**src/design/kruskal_union_find_mst_top_assert.svh**
```systemverilog
// Assertion macros for the union-find spanning tree block
`ifndef KRUSKAL_UNION_FIND_MST_TOP_ASSERT_SVH
`define KRUSKAL_UNION_FIND_MST_TOP_ASSERT_SVH

// Same-cycle implication, muted during reset
`define KUMST_ASSERT_IMPLIES(label, clk, rst, ante, cons) \
   label: assert property (@(posedge clk) disable iff (rst) (ante) |-> (cons)) \
      else $error("kumst: same-cycle check failed");

// Next-cycle implication, muted during reset
`define KUMST_ASSERT_NEXT(label, clk, rst, ante, cons) \
   label: assert property (@(posedge clk) disable iff (rst) (ante) |=> (cons)) \
      else $error("kumst: next-cycle check failed");

`endif

```
**src/design/kumst_pkg.sv**
```systemverilog
// Package: widths, defaults and sequencer states of the spanning tree block
`timescale 1ns / 1ps
package kumst_pkg;
   localparam int NODE_FIELD_W    = 6;
   localparam int WEIGHT_FIELD_W  = 16;
   localparam int SUM_W           = 22;
   localparam int COUNT_W         = 7;
   localparam int DEF_MAX_NODES   = 64;
   localparam int DEF_WEIGHT_BITS = 16;

   localparam logic [COUNT_W-1:0] COUNT_RESET = COUNT_W'(64);
   localparam logic [SUM_W-1:0]   SUM_MAX     = '1;

   typedef enum logic [1:0] {
      ST_IDLE,
      ST_WALK_A,
      ST_WALK_B,
      ST_FINISH
   } kumst_state_type;
endpackage

```
**src/design/kumst_req_if.sv**
```systemverilog
// Edge channel interface: valid, ready and one edge
`timescale 1ns / 1ps
interface kumst_req_if;
   import kumst_pkg::*;
   logic                      valid;
   logic                      ready;
   logic [NODE_FIELD_W-1:0]   edge_from;
   logic [NODE_FIELD_W-1:0]   edge_to;
   logic [WEIGHT_FIELD_W-1:0] edge_weight;
   logic                      first_edge;
   logic                      last_edge;

   modport source (output valid, edge_from, edge_to, edge_weight, first_edge, last_edge,
                   input ready);
   modport sink   (input valid, edge_from, edge_to, edge_weight, first_edge, last_edge,
                   output ready);
endinterface

```
**src/design/kumst_rsp_if.sv**
```systemverilog
// Result channel interface: valid, ready and one edge verdict
`timescale 1ns / 1ps
interface kumst_rsp_if;
   import kumst_pkg::*;
   logic                      valid;
   logic                      ready;
   logic                      edge_taken;
   logic [NODE_FIELD_W-1:0]   taken_from;
   logic [NODE_FIELD_W-1:0]   taken_to;
   logic [WEIGHT_FIELD_W-1:0] taken_weight;
   logic [SUM_W-1:0]          weight_sum;
   logic                      edge_error;
   logic                      run_done;

   modport source (output valid, edge_taken, taken_from, taken_to, taken_weight,
                   weight_sum, edge_error, run_done,
                   input ready);
   modport sink   (input valid, edge_taken, taken_from, taken_to, taken_weight,
                   weight_sum, edge_error, run_done,
                   output ready);
endinterface

```
**src/design/kumst_ram.sv**
```systemverilog
// Generic single-port RAM with registered read
`timescale 1ns / 1ps
module kumst_ram #(
   parameter int WIDTH = 8,
   parameter int DEPTH = 64
) (
   input  logic                     clock,
   input  logic                     wr_en,
   input  logic [$clog2(DEPTH)-1:0] addr,
   input  logic [WIDTH-1:0]         wr_data,
   output logic [WIDTH-1:0]         rd_data
);
   logic [WIDTH-1:0] mem_ff [DEPTH];
   logic [WIDTH-1:0] rd_data_ff;

   always_ff @(posedge clock) begin
      if (wr_en) begin
         mem_ff[addr] <= wr_data;
      end
      rd_data_ff <= mem_ff[addr];
   end

   assign rd_data = rd_data_ff;
endmodule

```
**src/design/kruskal_union_find_mst_top.sv**
```systemverilog
// Kruskal spanning tree edge selector over a union-find parent table
// Usage:
//  req_if carries one edge per beat, sorted by ascending weight; first_edge
//  restarts the forest and clears the running total before the edge is used.
//  rsp_if returns one beat per edge: taken flag, echoes, running total,
//  range error and the last_edge echo. csr_wr_en/csr_wr_data set node_count.
//  An out-of-range edge goes from idle straight to the final step, which
//  loads its result into the output register. Otherwise the sequencer walks
//  parent links one per cycle through the parent RAM, from edge_from, then
//  from edge_to, at most MAX_NODES links each. The next edge is taken once the
//  sequencer returns to idle; one result waits in the output register.
//  Reset: node_count returns to 64, every node is its own root, total zero.
//  A stalled result receiver holds the finished result in the output
//  register; the sequencer then waits in its final step until the register
//  frees, and the edge channel stays not ready.
`timescale 1ns / 1ps
`include "kruskal_union_find_mst_top_assert.svh"
module kruskal_union_find_mst_top #(
   parameter int MAX_NODES   = kumst_pkg::DEF_MAX_NODES,
   parameter int WEIGHT_BITS = kumst_pkg::DEF_WEIGHT_BITS
) (
   input  logic                         clock,
   input  logic                         reset,
   kumst_req_if.sink                    req_if,
   kumst_rsp_if.source                  rsp_if,
   input  logic                         csr_wr_en,
   input  logic [kumst_pkg::COUNT_W-1:0] csr_wr_data
);
   import kumst_pkg::*;

   localparam int NODE_W = $clog2(MAX_NODES);
   localparam int STEP_W = $clog2(MAX_NODES + 1);
   localparam int WUSE   = (WEIGHT_BITS < WEIGHT_FIELD_W) ? WEIGHT_BITS : WEIGHT_FIELD_W;
   localparam logic [STEP_W-1:0] STEP_LIMIT = STEP_W'(MAX_NODES);

   kumst_state_type           state_ff, state_in;
   logic [COUNT_W-1:0]        node_count_ff;
   logic [MAX_NODES-1:0]      link_valid_ff, link_valid_in;
   logic [SUM_W-1:0]          total_ff, total_in;
   logic [NODE_FIELD_W-1:0]   from_ff, from_in;
   logic [NODE_FIELD_W-1:0]   to_ff, to_in;
   logic [WUSE-1:0]           weight_ff, weight_in;
   logic                      last_ff, last_in;
   logic                      err_ff, err_in;
   logic                      taken_ff, taken_in;
   logic [NODE_W-1:0]         cur_ff, cur_in;
   logic                      pend_ff, pend_in;
   logic [STEP_W-1:0]         steps_ff, steps_in;
   logic [NODE_W-1:0]         root_a_ff, root_a_in;

   logic                      rsp_valid_ff, rsp_valid_in;
   logic                      rsp_taken_ff;
   logic [NODE_FIELD_W-1:0]   rsp_from_ff;
   logic [NODE_FIELD_W-1:0]   rsp_to_ff;
   logic [WEIGHT_FIELD_W-1:0] rsp_weight_ff;
   logic [SUM_W-1:0]          rsp_sum_ff;
   logic                      rsp_error_ff;
   logic                      rsp_done_ff;
   logic                      rsp_load;

   logic                      ram_we;
   logic [NODE_W-1:0]         ram_addr;
   logic [NODE_W-1:0]         ram_wdata;
   logic [NODE_W-1:0]         ram_rdata;

   logic [NODE_W-1:0]         walk_node;
   logic                      walk_more;
   logic                      out_free;
   logic                      req_error;
   logic [SUM_W:0]            sum_wide;

   kumst_ram #(
      .WIDTH (NODE_W),
      .DEPTH (MAX_NODES)
   ) u_parent_ram (
      .clock   (clock),
      .wr_en   (ram_we),
      .addr    (ram_addr),
      .wr_data (ram_wdata),
      .rd_data (ram_rdata)
   );

   assign walk_node = pend_ff ? ram_rdata : cur_ff;
   assign walk_more = link_valid_ff[walk_node] && (steps_ff < STEP_LIMIT);
   assign out_free  = !rsp_valid_ff || rsp_if.ready;
   assign sum_wide  = {1'b0, total_ff} + (SUM_W + 1)'(weight_ff);
   assign req_error = (COUNT_W'(req_if.edge_from) >= node_count_ff)
                   || (COUNT_W'(req_if.edge_to) >= node_count_ff)
                   || (32'(req_if.edge_from) >= 32'(MAX_NODES))
                   || (32'(req_if.edge_to) >= 32'(MAX_NODES));

   always_comb begin
      state_in      = state_ff;
      link_valid_in = link_valid_ff;
      total_in      = total_ff;
      from_in       = from_ff;
      to_in         = to_ff;
      weight_in     = weight_ff;
      last_in       = last_ff;
      err_in        = err_ff;
      taken_in      = taken_ff;
      cur_in        = cur_ff;
      pend_in       = pend_ff;
      steps_in      = steps_ff;
      root_a_in     = root_a_ff;
      ram_we        = 1'b0;
      ram_addr      = walk_node;
      ram_wdata     = walk_node;
      rsp_load      = 1'b0;
      rsp_valid_in  = rsp_valid_ff && !rsp_if.ready;

      unique case (state_ff)
         ST_IDLE: begin
            if (req_if.valid) begin
               from_in   = req_if.edge_from;
               to_in     = req_if.edge_to;
               weight_in = req_if.edge_weight[WUSE-1:0];
               last_in   = req_if.last_edge;
               err_in    = req_error;
               taken_in  = 1'b0;
               cur_in    = NODE_W'(req_if.edge_from);
               pend_in   = 1'b0;
               steps_in  = '0;
               if (req_if.first_edge) begin
                  link_valid_in = '0;
                  total_in      = '0;
               end
               state_in = req_error ? ST_FINISH : ST_WALK_A;
            end
         end
         ST_WALK_A: begin
            if (walk_more) begin
               cur_in   = walk_node;
               pend_in  = 1'b1;
               steps_in = steps_ff + STEP_W'(1);
            end else begin
               root_a_in = walk_node;
               cur_in    = NODE_W'(to_ff);
               pend_in   = 1'b0;
               steps_in  = '0;
               state_in  = ST_WALK_B;
            end
         end
         ST_WALK_B: begin
            if (walk_more) begin
               cur_in   = walk_node;
               pend_in  = 1'b1;
               steps_in = steps_ff + STEP_W'(1);
            end else begin
               pend_in = 1'b0;
               if (root_a_ff != walk_node) begin
                  ram_we                   = 1'b1;
                  ram_addr                 = root_a_ff;
                  ram_wdata                = walk_node;
                  link_valid_in[root_a_ff] = 1'b1;
                  taken_in                 = 1'b1;
                  total_in = sum_wide[SUM_W] ? SUM_MAX : sum_wide[SUM_W-1:0];
               end
               state_in = ST_FINISH;
            end
         end
         ST_FINISH: begin
            if (out_free) begin
               rsp_load     = 1'b1;
               rsp_valid_in = 1'b1;
               state_in     = ST_IDLE;
            end
         end
      endcase
   end

   always_ff @(posedge clock) begin
      if (reset) begin
         state_ff      <= ST_IDLE;
         node_count_ff <= COUNT_RESET;
         link_valid_ff <= '0;
         total_ff      <= '0;
         pend_ff       <= 1'b0;
         steps_ff      <= '0;
         rsp_valid_ff  <= 1'b0;
      end else begin
         state_ff      <= state_in;
         link_valid_ff <= link_valid_in;
         total_ff      <= total_in;
         pend_ff       <= pend_in;
         steps_ff      <= steps_in;
         rsp_valid_ff  <= rsp_valid_in;
         if (csr_wr_en) begin
            node_count_ff <= csr_wr_data;
         end
      end
   end

   always_ff @(posedge clock) begin
      from_ff   <= from_in;
      to_ff     <= to_in;
      weight_ff <= weight_in;
      last_ff   <= last_in;
      err_ff    <= err_in;
      taken_ff  <= taken_in;
      cur_ff    <= cur_in;
      root_a_ff <= root_a_in;
      if (rsp_load) begin
         rsp_taken_ff  <= taken_ff;
         rsp_from_ff   <= from_ff;
         rsp_to_ff     <= to_ff;
         rsp_weight_ff <= WEIGHT_FIELD_W'(weight_ff);
         rsp_sum_ff    <= total_ff;
         rsp_error_ff  <= err_ff;
         rsp_done_ff   <= last_ff;
      end
   end

   assign req_if.ready        = (state_ff == ST_IDLE);
   assign rsp_if.valid        = rsp_valid_ff;
   assign rsp_if.edge_taken   = rsp_taken_ff;
   assign rsp_if.taken_from   = rsp_from_ff;
   assign rsp_if.taken_to     = rsp_to_ff;
   assign rsp_if.taken_weight = rsp_weight_ff;
   assign rsp_if.weight_sum   = rsp_sum_ff;
   assign rsp_if.edge_error   = rsp_error_ff;
   assign rsp_if.run_done     = rsp_done_ff;

   `KUMST_ASSERT_NEXT(a_busy_after_accept, clock, reset, req_if.valid && req_if.ready, state_ff != ST_IDLE)
   `KUMST_ASSERT_IMPLIES(a_step_bound, clock, reset, 1'b1, steps_ff <= STEP_LIMIT)
   `KUMST_ASSERT_IMPLIES(a_link_in_walk, clock, reset, ram_we, state_ff == ST_WALK_B && !err_ff)
   `KUMST_ASSERT_IMPLIES(a_taken_no_error, clock, reset, rsp_if.valid && rsp_if.edge_taken, !rsp_if.edge_error)
endmodule

```
**src/flat_wrapper.sv**
```systemverilog
// flat-port wrapper written by rule: the top's interface ports become plain ports
module kruskal_union_find_mst_top_flat import kumst_pkg::*;
#(
   parameter int MAX_NODES   = kumst_pkg::DEF_MAX_NODES,
   parameter int WEIGHT_BITS = kumst_pkg::DEF_WEIGHT_BITS
)
  (clock, reset, csr_wr_en, csr_wr_data, req_if_valid, req_if_edge_from, req_if_edge_to, req_if_edge_weight, req_if_first_edge, req_if_last_edge, req_if_ready, rsp_if_valid, rsp_if_edge_taken, rsp_if_taken_from, rsp_if_taken_to, rsp_if_taken_weight, rsp_if_weight_sum, rsp_if_edge_error, rsp_if_run_done, rsp_if_ready);
  kumst_req_if req_if_i ();
  kumst_rsp_if rsp_if_i ();
  input  logic clock;
  input  logic reset;
  input  logic csr_wr_en;
  input  logic [kumst_pkg::COUNT_W-1:0] csr_wr_data;
  input wire logic [$bits(req_if_i.valid)-1:0] req_if_valid;
  input wire logic [$bits(req_if_i.edge_from)-1:0] req_if_edge_from;
  input wire logic [$bits(req_if_i.edge_to)-1:0] req_if_edge_to;
  input wire logic [$bits(req_if_i.edge_weight)-1:0] req_if_edge_weight;
  input wire logic [$bits(req_if_i.first_edge)-1:0] req_if_first_edge;
  input wire logic [$bits(req_if_i.last_edge)-1:0] req_if_last_edge;
  output wire logic [$bits(req_if_i.ready)-1:0] req_if_ready;
  output wire logic [$bits(rsp_if_i.valid)-1:0] rsp_if_valid;
  output wire logic [$bits(rsp_if_i.edge_taken)-1:0] rsp_if_edge_taken;
  output wire logic [$bits(rsp_if_i.taken_from)-1:0] rsp_if_taken_from;
  output wire logic [$bits(rsp_if_i.taken_to)-1:0] rsp_if_taken_to;
  output wire logic [$bits(rsp_if_i.taken_weight)-1:0] rsp_if_taken_weight;
  output wire logic [$bits(rsp_if_i.weight_sum)-1:0] rsp_if_weight_sum;
  output wire logic [$bits(rsp_if_i.edge_error)-1:0] rsp_if_edge_error;
  output wire logic [$bits(rsp_if_i.run_done)-1:0] rsp_if_run_done;
  input wire logic [$bits(rsp_if_i.ready)-1:0] rsp_if_ready;
  assign req_if_i.valid = req_if_valid;
  assign req_if_i.edge_from = req_if_edge_from;
  assign req_if_i.edge_to = req_if_edge_to;
  assign req_if_i.edge_weight = req_if_edge_weight;
  assign req_if_i.first_edge = req_if_first_edge;
  assign req_if_i.last_edge = req_if_last_edge;
  assign req_if_ready = req_if_i.ready;
  assign rsp_if_valid = rsp_if_i.valid;
  assign rsp_if_edge_taken = rsp_if_i.edge_taken;
  assign rsp_if_taken_from = rsp_if_i.taken_from;
  assign rsp_if_taken_to = rsp_if_i.taken_to;
  assign rsp_if_taken_weight = rsp_if_i.taken_weight;
  assign rsp_if_weight_sum = rsp_if_i.weight_sum;
  assign rsp_if_edge_error = rsp_if_i.edge_error;
  assign rsp_if_run_done = rsp_if_i.run_done;
  assign rsp_if_i.ready = rsp_if_ready;
  kruskal_union_find_mst_top #(.MAX_NODES(MAX_NODES), .WEIGHT_BITS(WEIGHT_BITS)) u_core (.clock(clock), .reset(reset), .req_if(req_if_i), .rsp_if(rsp_if_i), .csr_wr_en(csr_wr_en), .csr_wr_data(csr_wr_data));
endmodule
```
**config.mk**
```make
export PLATFORM = sky130hd
export DESIGN_NAME = kruskal_union_find_mst_top_flat
export DESIGN_NICKNAME = d
export VERILOG_FILES = /design/src/design/kumst_pkg.sv /design/src/design/kumst_req_if.sv /design/src/design/kumst_rsp_if.sv /design/src/design/kumst_ram.sv /design/src/design/kruskal_union_find_mst_top.sv /design/src/flat_wrapper.sv
export VERILOG_INCLUDE_DIRS = /design/src /design/src/design
export SDC_FILE = /design/constraint.sdc
export NUM_CORES = 1
export LEC_CHECK = 0
export ABC_AREA = 1
export BUFFER_PORTS_ARGS = -buffer_cell sky130_fd_sc_hd__buf_4
export CAP_MARGIN = 20
export CELL_PAD_IN_SITES_DETAIL_PLACEMENT = 1
export CELL_PAD_IN_SITES_GLOBAL_PLACEMENT = 2
export CORE_MARGIN = 1
export CORE_UTILIZATION = 44
export DETAILED_ROUTE_END_ITERATION = 10
export GPL_ROUTABILITY_DRIVEN = 1
export PLACE_DENSITY = 0.84
export SLEW_MARGIN = 30
export SYNTH_ARGS = -nofsm -noshare
export SYNTH_HDL_FRONTEND = slang
export SYNTH_SLANG_ARGS = --single-unit
```
**constraint.sdc**
```tcl
create_clock -name clock -period 5.95 [get_ports clock]
set_clock_uncertainty 0.15 [all_clocks]
set_input_delay 0.2975 -clock clock [delete_from_list [all_inputs] [get_ports clock]]
set_output_delay 0.2975 -clock clock [all_outputs]
set_load 0.02 [all_outputs]
```
Yosys cells after proc, flatten, opt, wreduce, memory -nomap -nowiden
Memory sizes are Yosys's and may differ from the RTL's. A register that Yosys moved wholly into a read port is not among the register bits.
Index checks and enable logic that the tools add are counted.
- register bits: 200
- bits in latches: 0
- bits in writable memories: 384
- memory bits (read-only): 0
- bits of input ports: 42
- output and inout bits: 55
- memories: 1
- memory list (name ; words ; bits a word ; rd ports ; clocked after Yosys merged registers in ; write ports ; RTL line ; source):
    u_core.u_parent_ram.mem_ff ; 64 ; 6 ; 1 ; 1 ; 1 ; kumst_ram.sv:13 ; logic [WIDTH-1:0] mem_ff [DEPTH];
- add/sub/neg operators: 2
- multipliers: 0
- div/mod/pow operators: 0
- order comparisons: 6
- eq/ne operators: 11
- shift operators: 0
- muxes and demuxes: 48
- bitwise gates (word level): 2
- reductions and logical operators: 19
- operators with widths (kind ; number):
    two-way mux 64 bit ; 4
    case mux 64 bit (2 select lines) ; 1
    two-way mux 22 bit ; 5
    OR 64 bit ; 1
    case mux 22 bit (2 select lines) ; 1
    two-way mux 6 bit ; 7
    adder 22 x 16 -> 23 bit ; 1
    two-way mux 7 bit ; 3
    case mux 7 bit (3 select lines) ; 1
    case mux 6 bit (3 select lines) ; 1
    two-way mux 1 bit ; 15
    greater-or-equal comparator 6 x 7 -> 1 bit ; 2
    less-than comparator 6 x 7 -> 1 bit, second input constant ; 2
    two-way mux 2 bit ; 5
    inequality test 2 bit, second input constant ; 4
    case mux 2 bit (4 select lines) ; 1
    AND reduction 4 bit ; 2
    adder 7 x 1 -> 7 bit, second input constant ; 1
    less-than comparator 7 bit, second input constant ; 1
    binary-select mux 1 bit (select 6 bit) ; 1
    demux 1 bit (select 6 bit) ; 1
    greater-or-equal comparator 6 x 1 -> 1 bit, second input constant ; 1
    inequality test 2 x 1 -> 1 bit, second input constant ; 3
    inequality test 6 bit ; 1
    14 further kinds ; 23

Logic depth before layout (Yosys ltp)
- depth after elaboration: 8
- gate-level depth with buffers: 26
- mapped depth without buffers: 22

Hierarchy
Synthesis repeated with hierarchy kept, for this count alone.
- cells, all modules: 2786
- area total of the unflattened synthesis: 26392.8 µm²
- by module, submodules not included (module ; instances ; cells an instance ; area an instance (µm²) ; seq. area each (µm²)):
    kumst_ram ; 1 ; 1642 ; 16642.2 ; 11651.2
    kruskal_union_find_mst_top ; 1 ; 1144 ; 9750.6 ; 4964.8

Worst setup path before layout
OpenSTA, ideal clock, no wires.
- path kind: register -> register
- from: reg u_core.pend_ff
- to: mem u_core.u_parent_ram.mem_ff[16][0] (netlist name) (enable)
- arrival: 3.535 ns
- path slack: 1.916 ns
- stages on the path, launching flop included: 18
- path through: dfxtp_1 buf_4 inv_4 nand2_1 nand2_1 inv_1 nand3_1 nand3_1 nand3_1 nand3_2 buf_6 nand3_4 nor2_1 a21oi_2 inv_1 nor2_2 nand2_1 nor2_1
- word-level cells in the longest chain between the ends: 8
- RTL lines (element ; RTL line ; source):
    start, declared ; kruskal_union_find_mst_top.sv:47 ; logic pend_ff, pend_in;
    start signal, assigned ; kruskal_union_find_mst_top.sv:185 ; pend_ff <= pend_in;
    two-way mux 6 bit (*) ; kruskal_union_find_mst_top.sv:83 ; assign walk_node = pend_ff ? ram_rdata : cur_ff;
    net u_core.ram_wdata[3] ; kruskal_union_find_mst_top.sv:63 ; logic [NODE_W-1:0] ram_wdata;
    binary-select mux 1 bit (select 6 bit) ; kruskal_union_find_mst_top.sv:84 ; assign walk_more = link_valid_ff[walk_node] && (steps_ff < STEP_LIMIT);
    two-way mux 1 bit (not written as such) ; kruskal_union_find_mst_top.sv:84 ;
    logical AND 1 bit ; kruskal_union_find_mst_top.sv:84 ;
    two-way mux 1 bit ; kruskal_union_find_mst_top.sv:145 ; if (walk_more) begin
    two-way mux 1 bit ; kruskal_union_find_mst_top.sv:112 ; unique case (state_ff)
    two-way mux 1 bit ; kumst_ram.sv:17 ; if (wr_en) begin
    two-way mux 1 bit (not written as such) ; kumst_ram.sv:18 ; mem_ff[addr] <= wr_data;
    end, declared ; kumst_ram.sv:13 ;
Mark *: on every way through the listed nets, which the timed path passes. The rest lies on a longest branch. The select of a mux whose other input is x is not followed.

Worst setup path in the final report
- from: reg u_core.pend_ff
- to: mem u_core.u_parent_ram.mem_ff[15][4] (netlist name) (enable)
- word-level cells in the longest chain between the ends: 8
- RTL lines (element ; RTL line):
    two-way mux 6 bit (*) ; kruskal_union_find_mst_top.sv:83
    binary-select mux 1 bit (select 6 bit) ; kruskal_union_find_mst_top.sv:84
    two-way mux 1 bit (not written as such) ; kruskal_union_find_mst_top.sv:84
    logical AND 1 bit ; kruskal_union_find_mst_top.sv:84
    two-way mux 1 bit ; kruskal_union_find_mst_top.sv:145
    two-way mux 1 bit ; kruskal_union_find_mst_top.sv:112
    two-way mux 1 bit ; kumst_ram.sv:17
    two-way mux 1 bit (not written as such) ; kumst_ram.sv:18
Every way passes the cells marked *; elsewhere a longest branch is shown, timed or not. The select of a mux whose other input is x is not followed.

==> metrics.txt <==
# TYPE chip_impl_metric gauge
chip_impl_info{name="run_status",value="finished clean"} 1
chip_impl_metric{name="antenna_violations_before_repair",unit=""} 1
chip_impl_metric{name="placement.io_buffers",unit=""} 96
chip_impl_metric{name="drt_first_iter_violations",unit=""} 1358
chip_impl_metric{name="flop_and_latch_count_out_of_synthesis",unit=""} 590
chip_impl_info{name="critical-path-top-cell-by-count",value="sky130_fd_sc_hd__nand3_1"} 1
chip_impl_metric{name="power.leakage",unit="nW"} 11.5
chip_impl_metric{name="remaining_drc_errors",unit=""} 0
chip_impl_metric{name="max_slew.worst_pin.slew",unit="ps"} 1010
chip_impl_metric{name="cellPowerDensity",unit="nW/um2"} 618
chip_impl_metric{name="path_buf_inv",unit=""} 3
chip_impl_metric{name="post_synth.cell_area_avg",unit="um2"} 10.3
chip_impl_metric{name="io_pins",unit=""} 97
chip_impl_metric{name="switchingPower",unit="mW"} 8.14
chip_impl_metric{name="gp_congestion",unit=""} 0.861
chip_impl_info{name="most_used_dff_post_synth",value="sky130_fd_sc_hd__edfxtp_1"} 1
chip_impl_info{name="min_path_type",value="in -> reg"} 1
chip_impl_metric{name="internal_power",unit="mW"} 9.86
chip_impl_metric{name="power.clock.fraction",unit="%"} 22.8
chip_impl_metric{name="number_of_instances_in_the_placed_design",unit=""} 3205
chip_impl_metric{name="clock_tree.htree_level_count",unit=""} 3
chip_impl_metric{name="synth.cell_area",unit="um2"} 24800
chip_impl_metric{name="critical_path_arrival",unit="ps"} 5130
chip_impl_metric{name="synthesized_instance_count",unit=""} 2412
chip_impl_metric{name="first_global_vias",unit=""} 19400
chip_impl_info{name="synth.top_cells.by_area",value="sky130_fd_sc_hd__edfxtp_1 58%, sky130_fd_sc_hd__nand2_1 16%, sky130_fd_sc_hd__dfxtp_1 8.9%"} 1
chip_impl_metric{name="worst_ep_required_time",unit="ps"} 6030
chip_impl_metric{name="ir_drop",unit="mV"} 0.396
chip_impl_metric{name="floorplan.rows",unit=""} 86
chip_impl_metric{name="wire_per_inst",unit="um"} 21.4
chip_impl_info{name="ctsRootBufferMaster",value="sky130_fd_sc_hd__clkbuf_16"} 1
chip_impl_info{name="critPathCaptureType",value="flip-flop"} 1
chip_impl_metric{name="cts_max_path_buffers",unit=""} 3
chip_impl_metric{name="numCtsBuffers",unit=""} 66
chip_impl_metric{name="instances_no_fill",unit=""} 3372
chip_impl_info{name="unrepaired_setup_endpoints_after_global_routing",value="false"} 1
chip_impl_metric{name="fillerInstances",unit=""} 5951
chip_impl_metric{name="synth_enable_flop_cells",unit=""} 480
chip_impl_metric{name="fp.dieArea",unit="um2"} 57300
chip_impl_metric{name="area.growth.synth_to_final",unit="%"} 17.4
chip_impl_metric{name="vias_per_cell",unit=""} 5.38
chip_impl_metric{name="gate_power_share",unit="%"} 45.3
chip_impl_metric{name="hold_ws",unit="ps"} 191
chip_impl_metric{name="clk_pin_slew",unit="ps"} 60
chip_impl_metric{name="postSynthNetCount",unit=""} 2488
chip_impl_metric{name="setup_total_negative_slack",unit="ps"} 0
chip_impl_metric{name="cp_max_fo",unit=""} 50
chip_impl_info{name="cell_type_of_the_slowest_stage_on_the_worst_timing_path",value="sky130_fd_sc_hd__nor2_1"} 1
chip_impl_metric{name="grt_max_degree",unit=""} 88
chip_impl_metric{name="final_max_slew_viol_count",unit=""} 0
chip_impl_info{name="criticalPathCategory",value="reg -> reg"} 1
chip_impl_metric{name="cts.sinks",unit=""} 590
chip_impl_metric{name="final_layout_size_suffix_gt1_share",unit="%"} 10.8
chip_impl_metric{name="final.period_utilization",unit="%"} 84.8
chip_impl_info{name="timing.critical_path.cells",value="inv_4, or2_1, o21ai_2, inv_2, nand3_1, nand3_1, nand3_1, nand3_1, nand3_2, nand3_4, nand2_1, nand2_1, nor2_4, buf_12, nand2_1, nor2_1"} 1
chip_impl_metric{name="asyncSetResetFlopFracSynth",unit="%"} 0
chip_impl_metric{name="die_width",unit="um"} 239
chip_impl_metric{name="timing.final.setup_violations",unit=""} 0
chip_impl_metric{name="grt_overflow",unit=""} 0
chip_impl_metric{name="power_switching_share",unit="%"} 45.2
chip_impl_metric{name="final-hold-violation-count",unit=""} 0
chip_impl_metric{name="antenna_cells",unit=""} 0
chip_impl_metric{name="sequential_power_share",unit="%"} 31.9
chip_impl_metric{name="synth_top_cell_area_share",unit="%"} 58.1
chip_impl_info{name="most_instantiated_library_cell_after_synthesis",value="sky130_fd_sc_hd__nand2_1"} 1
chip_impl_metric{name="cpPeakStageDelay",unit="ps"} 690
chip_impl_metric{name="fmaxAchievable",unit="MHz"} 198
chip_impl_metric{name="initial_utilization",unit="%"} 44.7
chip_impl_metric{name="worst_skew_pair_latency",unit="ps"} 610
chip_impl_info{name="yosysTopAreaCell",value="sky130_fd_sc_hd__edfxtp_1"} 1
chip_impl_metric{name="synth_cell_type_count",unit=""} 46
chip_impl_metric{name="routed_wirelength",unit="mm"} 72.0
chip_impl_metric{name="count_of_nets_after_finishing",unit=""} 2649
chip_impl_metric{name="final_util",unit="%"} 52.5
chip_impl_info{name="yosys-top-cells-count",value="1031 x sky130_fd_sc_hd__nand2_1, 480 x sky130_fd_sc_hd__edfxtp_1, 179 x sky130_fd_sc_hd__nor2_1"} 1
chip_impl_metric{name="placeableCoreArea",unit="um2"} 55400
chip_impl_info{name="critical_path.top_delay_family",value="simple AND/OR/NAND/NOR gates"} 1
chip_impl_metric{name="gr-usage-all-layers",unit="%"} 25.9
chip_impl_metric{name="drt_first_pass_iters",unit=""} 5
chip_impl_metric{name="yosysSeqAreaShare",unit="%"} 67.0
chip_impl_info{name="tritoncts",value="done"} 1
chip_impl_metric{name="cap_viol_max_count",unit=""} 0
chip_impl_info{name="critical_path.startpoint_type",value="flip-flop"} 1
chip_impl_metric{name="final_hpwl_dp",unit="mm"} 44.3
chip_impl_metric{name="min_period",unit="ps"} 5050
chip_impl_metric{name="first_pass_grt_wire_length",unit="mm"} 112
chip_impl_metric{name="via_count",unit=""} 18100
chip_impl_metric{name="synth_warnings",unit=""} 0
chip_impl_metric{name="route.antenna.remaining_nets",unit=""} 0
chip_impl_metric{name="die_h",unit="um"} 239
chip_impl_metric{name="slew_headroom",unit="%"} 32.4
cell families (layout without fill, tap and decap cells):
group                    Yosys count  in the layout  share of synthesized area, %
XOR/XNOR                          20             20                         0.707
flip-flops                       590            590                          67.0
buffers and inverters            167            379                          3.12
AND/OR/NAND/NOR                 1373           1373                          22.0
AO/OA/AOI/OAI                    228            228                          5.41
adder cells (fa/ha/maj)           34             34                          1.75
cell usage in the layout, fill, tap and decap left out, types with 3 or more instances in the layout:
cell type	instances
sky130_fd_sc_hd__a211oi_1	5
sky130_fd_sc_hd__a21oi_1	54
sky130_fd_sc_hd__a221oi_1	3
sky130_fd_sc_hd__a31oi_1	67
sky130_fd_sc_hd__buf_12	3
sky130_fd_sc_hd__buf_4	139
sky130_fd_sc_hd__bufinv_16	5
sky130_fd_sc_hd__clkbuf_1	19
sky130_fd_sc_hd__clkbuf_16	68
sky130_fd_sc_hd__clkbuf_8	7
sky130_fd_sc_hd__clkinv_1	4
sky130_fd_sc_hd__clkinv_2	9
sky130_fd_sc_hd__dfxtp_1	110
sky130_fd_sc_hd__dlygate4sd3_1	48
sky130_fd_sc_hd__edfxtp_1	480
sky130_fd_sc_hd__ha_1	33
sky130_fd_sc_hd__inv_1	65
sky130_fd_sc_hd__inv_2	4
sky130_fd_sc_hd__inv_6	3
sky130_fd_sc_hd__nand2_1	1030
sky130_fd_sc_hd__nand2_2	3
sky130_fd_sc_hd__nand2_4	4
sky130_fd_sc_hd__nand3_1	108
sky130_fd_sc_hd__nand4_1	13
sky130_fd_sc_hd__nor2_1	175
sky130_fd_sc_hd__nor2_2	4
sky130_fd_sc_hd__nor2_4	4
sky130_fd_sc_hd__nor3_1	9
sky130_fd_sc_hd__nor3_2	12
sky130_fd_sc_hd__o211ai_1	3
sky130_fd_sc_hd__o21a_1	5
sky130_fd_sc_hd__o21ai_0	18
sky130_fd_sc_hd__o21ai_1	48
sky130_fd_sc_hd__o21bai_1	13
sky130_fd_sc_hd__xnor2_1	11
sky130_fd_sc_hd__xor2_1	9
layer usage:
metal | vias up | GRT usage [%] | wire length (um)
li1 | 8481 | - | -
met3 | 110 | 4.16 | 3640
met1 | 9146 | 34.4 | 32100
met2 | 394 | 43.1 | 34500
met5 | - | 0 | 10
met4 | 2 | 8.49 | 1750
repair_timing:
item                       4_1_cts  5_1_grt
resized for setup                0        0
setup endpoints to repair        0        0
hold endpoints to repair        47        0
hold buffers                    48        0
setup buffers                    0        0
power by group through the flow:
stage | combinational (mW) | clock (mW) | sequential (mW)
global placement | 7.98 | 0 | 5.79
finish | 8.16 | 4.11 | 5.73
detailed placement | 8.16 | 0 | 5.81
floorplan | 5.19 | 0 | 5.77
CTS | 8.25 | 4.18 | 5.73
global route | 9.06 | 4.32 | 5.76
final cells by class:
cell class | instances | area (um2) | share of cell area (%)
repair buffers | 190 | 1580 | 5.44
well taps | 748 | 936 | 3.22
clock buffers | 94 | 1870 | 6.42
flip-flops and latches | 590 | 16600 | 57.1
clock inverters | 25 | 290 | 0.997
inverters | 70 | 265 | 0.911
multi-input cells | 1655 | 7540 | 25.9
path summary, 6_finish.rpt:
kind	from	endpoint	slack [ps]	depth (start not counted)
max	u_core.pend_ff$_SDFFE_PP0P_	u_core.u_parent_ram.mem_ff[15][4]$_DFFE_PP_	900	16
min	req_if_first_edge	u_core.total_ff[9]$_SDFFE_PP0P_	190	6
max reg2reg	u_core.pend_ff$_SDFFE_PP0P_	u_core.u_parent_ram.mem_ff[15][4]$_DFFE_PP_	900	16
min reg2reg	u_core.from_ff[5]$_DFFE_PP_	u_core.rsp_if.taken_from[5]$_DFFE_PP_	270	0
flip-flops by register name (all words and copies together) (netlist names), 7 cells and up:
| name | flops |
|---|---|
| u_core.rsp_if.taken_weight | 16 |
| u_core.node_count_ff | 7 |
| u_core.total_ff | 22 |
| u_core.u_parent_ram.mem_ff | 384 |
| u_core.steps_ff | 7 |
| u_core.link_valid_ff | 64 |
| u_core.weight_ff | 16 |
| u_core.rsp_if.weight_sum | 22 |
per-stage QoR:
| step | cell area, um2 | setup WS (ps) | power, mW |
|---|---|---|---|
| finish | 29100 | 903 | 18.0 |
| global placement | 26400 | 987 | 13.8 |
| floorplan | 24800 | 1920 | 11.0 |
| CTS | 29100 | 914 | 18.2 |
| global route | 29100 | 591 | 19.1 |
| detailed placement | 26500 | 932 | 14.0 |
tightest hold or removal path, cell delays in order:
cell and delay [ps]:
sky130_fd_sc_hd__buf_4 90, sky130_fd_sc_hd__nor2_1 60, sky130_fd_sc_hd__nor3_4 180, sky130_fd_sc_hd__inv_2 140, sky130_fd_sc_hd__nand2_1 80, sky130_fd_sc_hd__a21oi_1 60
Note: power is estimated with default switching activity, not from simulation.
